### config.mk
export PLATFORM = sky130hd
export DESIGN_NAME = cycle_coloring_count_mod_prime_top
export DESIGN_NICKNAME = d
export VERILOG_FILES = /design/src/hdl/ccm_pkg.sv /design/src/hdl/ccm_modmul.sv /design/src/hdl/cycle_coloring_count_mod_prime_top.sv
export SDC_FILE = /design/constraint.sdc
export NUM_CORES = 2
export LEC_CHECK = 0
export BUFFER_PORTS_ARGS = -buffer_cell sky130_fd_sc_hd__clkbuf_2
export CAP_MARGIN = 40
export CORE_UTILIZATION = 37
export DETAILED_ROUTE_END_ITERATION = 12
export GPL_ROUTABILITY_DRIVEN = 0
export PLACE_DENSITY = 0.57
export SYNTH_ARGS = -nofsm -noshare
export SYNTH_HDL_FRONTEND = slang
export SYNTH_SLANG_ARGS = --single-unit
### constraint.sdc
create_clock -name clk_i -period 9.7 [get_ports clk_i]
set_input_delay 0.97 -clock clk_i [delete_from_list [all_inputs] [get_ports clk_i]]
set_output_delay 0.97 -clock clk_i [all_outputs]
set_load 0.01 [all_outputs]
### src/hdl/ccm_pkg.sv
// Shared constants and types for the cycle coloring count block.
package ccm_pkg;

  localparam int unsigned ExpBits = 64;

  localparam logic [29:0] PrimeMod = 30'd1000000007;
  localparam logic [31:0] TwoPrime = 32'd2000000014;
  localparam logic [31:0] BarrettMu =
      32'(64'h1000_0000_0000_0000 / 64'd1000000007);

  typedef struct packed {
    logic start;
    logic direct;
  } ccm_req_t;

  typedef struct packed {
    logic        done;
    logic [29:0] res;
  } ccm_rsp_t;

endpackage

### src/hdl/ccm_modmul.sv
// Sequenced modular multiplier with Barrett reduction on one shared 32x32 multiplier.
module ccm_modmul
  import ccm_pkg::*;
(
  input  logic        clk_i,
  input  logic        rst_ni,
  input  ccm_req_t    req_i,
  input  logic [29:0] a_i,
  input  logic [29:0] b_i,
  input  logic [59:0] x_i,
  output ccm_rsp_t    rsp_o
);

  typedef enum logic [2:0] {
    MM_IDLE,
    MM_MUL,
    MM_QMU,
    MM_QP,
    MM_SUB,
    MM_FIX
  } mm_state_e;

  mm_state_e   state_q;
  logic [59:0] x_q;
  logic [63:0] prod_q;
  logic [31:0] r_q;
  logic [29:0] res_q;
  logic        done_q;

  logic [31:0] op1;
  logic [31:0] op2;
  logic [63:0] mul_out;
  logic [31:0] fix_val;

  always_comb begin
    case (state_q)
      MM_MUL: begin
        op1 = {2'b00, a_i};
        op2 = {2'b00, b_i};
      end
      MM_QMU: begin
        op1 = {1'b0, x_q[59:29]};
        op2 = BarrettMu;
      end
      default: begin
        op1 = {1'b0, prod_q[61:31]};
        op2 = {2'b00, PrimeMod};
      end
    endcase
    mul_out = 64'(op1) * 64'(op2);
  end

  always_comb begin
    if (r_q >= TwoPrime) begin
      fix_val = r_q - TwoPrime;
    end else if (r_q >= {2'b00, PrimeMod}) begin
      fix_val = r_q - {2'b00, PrimeMod};
    end else begin
      fix_val = r_q;
    end
  end

  always_ff @(posedge clk_i or negedge rst_ni) begin
    if (!rst_ni) begin
      state_q <= MM_IDLE;
      done_q  <= 1'b0;
      x_q     <= '0;
      prod_q  <= '0;
      r_q     <= '0;
      res_q   <= '0;
    end else begin
      done_q <= 1'b0;
      case (state_q)
        MM_IDLE: begin
          if (req_i.start) begin
            if (req_i.direct) begin
              x_q     <= x_i;
              state_q <= MM_QMU;
            end else begin
              state_q <= MM_MUL;
            end
          end
        end
        MM_MUL: begin
          x_q     <= mul_out[59:0];
          state_q <= MM_QMU;
        end
        MM_QMU: begin
          prod_q  <= mul_out;
          state_q <= MM_QP;
        end
        MM_QP: begin
          prod_q  <= mul_out;
          state_q <= MM_SUB;
        end
        MM_SUB: begin
          r_q     <= x_q[31:0] - prod_q[31:0];
          state_q <= MM_FIX;
        end
        MM_FIX: begin
          res_q   <= fix_val[29:0];
          done_q  <= 1'b1;
          state_q <= MM_IDLE;
        end
        default: begin
          state_q <= MM_IDLE;
        end
      endcase
    end
  end

  assign rsp_o.done = done_q;
  assign rsp_o.res  = res_q;

endmodule

### src/hdl/cycle_coloring_count_mod_prime_top.sv
// Top level: counts proper colorings of an n-cycle with k colors modulo 1000000007.
// Each modular multiplication is sequenced through the shared 32x32 multiplier in ccm_modmul.
// One transaction is processed at a time; the next is taken in the cycle after the result is
// written to the output register, where it waits while the output is stalled.
// Reset is asynchronous, active low, and clears the sequencer and the output valid.
module cycle_coloring_count_mod_prime_top
  import ccm_pkg::*;
(
  input  logic        clk_i,
  input  logic        rst_ni,
  input  logic        in_valid_i,
  output logic        in_stall_o,
  input  logic [63:0] cycle_length_i,
  input  logic [62:0] color_count_i,
  output logic        out_valid_o,
  input  logic        out_stall_i,
  output logic [29:0] coloring_count_o
);

  typedef enum logic [2:0] {
    ST_IDLE,
    ST_KHI,
    ST_KLO,
    ST_STEP,
    ST_WACC,
    ST_WSQ,
    ST_FIN
  } top_state_e;

  top_state_e         state_q;
  ccm_req_t           req_q;
  ccm_rsp_t           mm_rsp;
  logic [ExpBits-1:0] n_q;
  logic               par_q;
  logic [29:0]        klo_q;
  logic [29:0]        base_q;
  logic [29:0]        acc_q;
  logic [29:0]        sq_q;
  logic [29:0]        op_a_q;
  logic [29:0]        op_b_q;
  logic [59:0]        op_x_q;
  logic [29:0]        out_q;
  logic               out_valid_q;

  logic [29:0] base_d;
  logic [30:0] final_d;
  logic [30:0] sum;

  ccm_modmul u_modmul (
    .clk_i  (clk_i),
    .rst_ni (rst_ni),
    .req_i  (req_q),
    .a_i    (op_a_q),
    .b_i    (op_b_q),
    .x_i    (op_x_q),
    .rsp_o  (mm_rsp)
  );

  always_comb begin
    if (mm_rsp.res == '0) begin
      base_d = PrimeMod - 30'd1;
    end else begin
      base_d = mm_rsp.res - 30'd1;
    end
    sum = {1'b0, acc_q} + {1'b0, base_q};
    if (par_q) begin
      if (acc_q >= base_q) begin
        final_d = {1'b0, acc_q} - {1'b0, base_q};
      end else begin
        final_d = {1'b0, acc_q} + {1'b0, PrimeMod} - {1'b0, base_q};
      end
    end else begin
      if (sum >= {1'b0, PrimeMod}) begin
        final_d = sum - {1'b0, PrimeMod};
      end else begin
        final_d = sum;
      end
    end
  end

  always_ff @(posedge clk_i or negedge rst_ni) begin
    if (!rst_ni) begin
      state_q     <= ST_IDLE;
      req_q       <= '0;
      out_valid_q <= 1'b0;
      n_q         <= '0;
      par_q       <= 1'b0;
      klo_q       <= '0;
      base_q      <= '0;
      acc_q       <= '0;
      sq_q        <= '0;
      op_a_q      <= '0;
      op_b_q      <= '0;
      op_x_q      <= '0;
      out_q       <= '0;
    end else begin
      req_q.start <= 1'b0;
      if (out_valid_q && !out_stall_i) begin
        out_valid_q <= 1'b0;
      end
      case (state_q)
        ST_IDLE: begin
          if (in_valid_i) begin
            n_q     <= cycle_length_i[ExpBits-1:0];
            par_q   <= cycle_length_i[0];
            klo_q   <= color_count_i[29:0];
            op_x_q  <= 60'(color_count_i[62:30]);
            req_q   <= '{start: 1'b1, direct: 1'b1};
            state_q <= ST_KHI;
          end
        end
        ST_KHI: begin
          if (mm_rsp.done) begin
            op_x_q  <= {mm_rsp.res, klo_q};
            req_q   <= '{start: 1'b1, direct: 1'b1};
            state_q <= ST_KLO;
          end
        end
        ST_KLO: begin
          if (mm_rsp.done) begin
            base_q  <= base_d;
            sq_q    <= base_d;
            acc_q   <= 30'd1;
            state_q <= ST_STEP;
          end
        end
        ST_STEP: begin
          if (n_q == '0) begin
            state_q <= ST_FIN;
          end else if (n_q[0]) begin
            op_a_q  <= acc_q;
            op_b_q  <= sq_q;
            req_q   <= '{start: 1'b1, direct: 1'b0};
            state_q <= ST_WACC;
          end else begin
            op_a_q  <= sq_q;
            op_b_q  <= sq_q;
            req_q   <= '{start: 1'b1, direct: 1'b0};
            state_q <= ST_WSQ;
          end
        end
        ST_WACC: begin
          if (mm_rsp.done) begin
            acc_q <= mm_rsp.res;
            if ((n_q >> 1) == '0) begin
              n_q     <= '0;
              state_q <= ST_STEP;
            end else begin
              op_a_q  <= sq_q;
              op_b_q  <= sq_q;
              req_q   <= '{start: 1'b1, direct: 1'b0};
              state_q <= ST_WSQ;
            end
          end
        end
        ST_WSQ: begin
          if (mm_rsp.done) begin
            sq_q    <= mm_rsp.res;
            n_q     <= n_q >> 1;
            state_q <= ST_STEP;
          end
        end
        ST_FIN: begin
          if (!out_valid_q || !out_stall_i) begin
            out_q       <= final_d[29:0];
            out_valid_q <= 1'b1;
            state_q     <= ST_IDLE;
          end
        end
        default: begin
          state_q <= ST_IDLE;
        end
      endcase
    end
  end

  assign in_stall_o       = (state_q != ST_IDLE);
  assign out_valid_o      = out_valid_q;
  assign coloring_count_o = out_q;

endmodule

==> summary.md <==
| Metric | Value |
|---|---|
| Cell area after layout | approximately 69,000 um^2 |
| Worst Path Max Fanout | 25 |
| Largest cells by area after synthesis | fa_1, dfrtp_1, ha_1 |
| CTS root buf | clkbuf_16 |
| Max-cap violations | 0 |
| CP max-delay cell | fa_1 |
| YS warnings | 0 |
| H-tree depth | 2 |
| Crit path DAT | 9.95 ns |
| Critical path class | flop to flop |
| Most frequent cells in the layout | nand2_1, inv_1, fa_1, nor2_1, dfrtp_1 |
| Setup violations, final | 0 |
| Most frequent CP cell | fa_1 |
| Ys async rst share | 100% |
| Most common cell after layout, fill and taps aside | nand2_1 |
| Core Area | ~170,000 um^2 |
| Tot GR Track Use | a little over a quarter |
| Sink Count | 529 |
| Via count | roughly 53,000 |
| TritonCTS clock tree | yes |
| Setup TNS | 0 ns |
| Via count of the first global-routing pass | 53,400 |
| Seq/Total Area, Yosys | about a fifth |
| Number of flops mapped to enable cells by yosys | 0 |
| Hold_buf cts | 0 |
| Synthesized area per cell | ~8.7 um^2 |
| Ys flop type | dfrtp_1 |
| FF-to-FF End | u_modmul.prod_q[51] |
| HP Class | input pin to async pin |
| Port Buffers | 162 |
| Die Wd | between 400 and 500 um |
| Full die area | approximately 170,000 um^2 |
| Worst Path Required | between 10 and 15 ns |
| Global-route wire length before repair | roughly 340,000 um |
| Top cell type by total area after synthesis | fa_1 |
| Crit end category | flop |
| Worst-Margin Slew | around 0.96 ns |
| Drt first-iter violations | 5,562 |
| Mapped Cells | 7,133 |
| Max clock buf depth | 3 |
| Post-layout util | 41.8% |
| CTS Buf Count | just over 60 |
| Final Hold Fails | 0 |
| Initial antenna violation count | 6 |
| Cell Rows | 149 |
| Initial core utilization | ~37% |
| Largest net degree at the start of global routing | ~110 |
| Fin Clk Skew | roughly 0.048 ns |
| Worst r2r path cells | 30 |
| Reg2Reg Setup Slack | between 0.2 and 0.3 ns |
| Type of origin of the critical path | flop |
| Worst-Skew Late Latency | a little under 0.7 ns |
| WL/cell | between 20 and 25 um |
| Drt drc | 0 |
| Total Wirelength | around 230,000 um |
| DRT Pass-1 Iters | 8 |
| Synth Register Bits | approximately 530 |
| Worst r2r src | u_modmul.state_q[2] |
| CP max stage delay | about 0.60 ns |
| Slew Limit Fails | 0 |
| Area delta synth->final | 11.8% |
| Post-synth cell types | 86 |
| Crit path time final | 9.42 ns |
| Fin nets | slightly below 9,000 |
| Vias per cell | between 5 and 6 |
| Post-DP Area | 67,000 um^2 |
| DIE HEIGHT | just over 400 um |
| Clock slew seen by the registers of the worst setup and hold paths | approximately 0.060 ns |
| Post-DP HPWL | approximately 190,000 um |
| Cell Area, Synth | just over 60,000 um^2 |
| Max Freq | ~110 MHz |
| Slew HR | about 36% |
| Layout cells sized above 1 | 10.5% |
| Outcome | finished, final reports clean |
| Final period util | between 90% and 100% |
| I/O pins | around 160 |
| Synth top area share | 27.6% |
| Grt total ovfl | 0 |
| ANT nets after route | 0 |
what timing repair did:
action / 4_1_cts / 5_1_grt
pin swaps: 0 / 4
gates resized for setup: 1 / 36
setup endpoints to repair: 1 / 27
cloned: 0 / 1
setup buffers: 0 / 5
worst max-delay path, delay by kind of cell, from the launching register on:
kind	cells	cell delay, ns
adders and majority gates	9	4.58
AOI/OAI and AO/OA	9	1.87
buffers and inverters	6	1.08
and+or+nand+nor	5	1.03
DFF	1	0.43
muxes	1	0.27
cell usage after synthesis, drive strengths merged, types with 8 or more instances:
| cell type | n |
|---|---|
| mux2 | 91 |
| o2111ai | 8 |
| nor3 | 63 |
| xor2 | 80 |
| buf | 43 |
| inv | 1011 |
| ha | 393 |
| clkbuf | 328 |
| a221oi | 8 |
| o211ai | 16 |
| nand2b | 43 |
| and3 | 32 |
| o21bai | 37 |
| nor2 | 773 |
| nand3 | 65 |
| o311ai | 10 |
| a211o | 17 |
| o21ai | 487 |
| a22o | 33 |
| xnor2 | 148 |
| nor4 | 42 |
| nor2b | 30 |
| o221ai | 8 |
| a211oi | 55 |
| a311oi | 8 |
| o21a | 15 |
| nor3b | 11 |
| and2 | 29 |
| nand2 | 1021 |
| or2 | 15 |
| fa | 856 |
| nand4 | 31 |
| o31ai | 16 |
| a41oi | 9 |
| mux2i | 55 |
| dfrtp | 529 |
| o31a | 9 |
| o22ai | 53 |
| a2111oi | 12 |
| a31oi | 45 |
| o22a | 14 |
| a21oi | 272 |
| a21o | 114 |
| a22oi | 78 |
| or3 | 36 |
metrics by stage:
stage	hold slack [ns]	std cells	worst slack (ns)
2_1_floorplan	0.441	7137	0.461
3_3_place_gp	0.464	9419	0.147
3_5_place_dp	0.471	9430	0.105
4_1_cts	0.390	9544	0.0615
5_1_grt	0.442	9552	-0.0107
6_report	0.368	9553	0.284
worst max path at each step:
stage,start,endpoint,slack (ns),cells after the start
6_report,u_modmul.state_q[2],u_modmul.prod_q[51],0.28,30
5_1_grt,u_modmul.state_q[2],u_modmul.prod_q[58],-0.01,32
4_1_cts,u_modmul.state_q[1],u_modmul.prod_q[58],0.06,33
3_5_place_dp,u_modmul.state_q[0],u_modmul.x_q[59],0.11,33
3_3_place_gp,u_modmul.state_q[0],u_modmul.prod_q[57],0.15,33
2_1_floorplan,u_modmul.state_q[1],u_modmul.prod_q[58],0.46,33
area by class of cell:
type	instances	area, um^2
multi-input combinational	5223	43900
inverter	1014	3810
timing repair buffer	483	3560
antenna	1	2.50
clock buffer	87	1760
sequential	529	13200
clock inverter	27	367
tap	2189	2740
fill	16500	96400
routing by layer:
metal  wire (um)  vias up  GRT usage [%]
li1            -    23400              -
met1       91200    26400           35.7
met2       98900     2854           40.9
met3       25000      711           7.45
met4       15400        0           13.6
met5           0        -          0.113
state kept, by name, summed over array words and instances, names as in the netlist, 30 cells and up:
name and count:
sq_q 30, op_b_q 30, op_x_q 60, klo_q 30, u_modmul.res_q 30, n_q 64, acc_q 30, u_modmul.prod_q 62
coloring_count_o 30, u_modmul.r_q 32, op_a_q 30, base_q 30, u_modmul.x_q 60
cell families (layout without fill, tap and decap cells):
logic type,Yosys count,count (layout),share of synthesized area (%)
compound gates,1374,1374,13.8
fa+ha+maj,1249,1249,35.5
mux,146,146,2.54
simple gates,2220,2220,15.1
buf+inv,1385,1611,8.46
flops,529,529,21.3
other cells,2,7,0.0121
xor+xnor,228,228,3.22
Power is left out: the tool's default activity adds up to more than one toggle a clock period on the data nets, which glitch-free logic cannot reach.
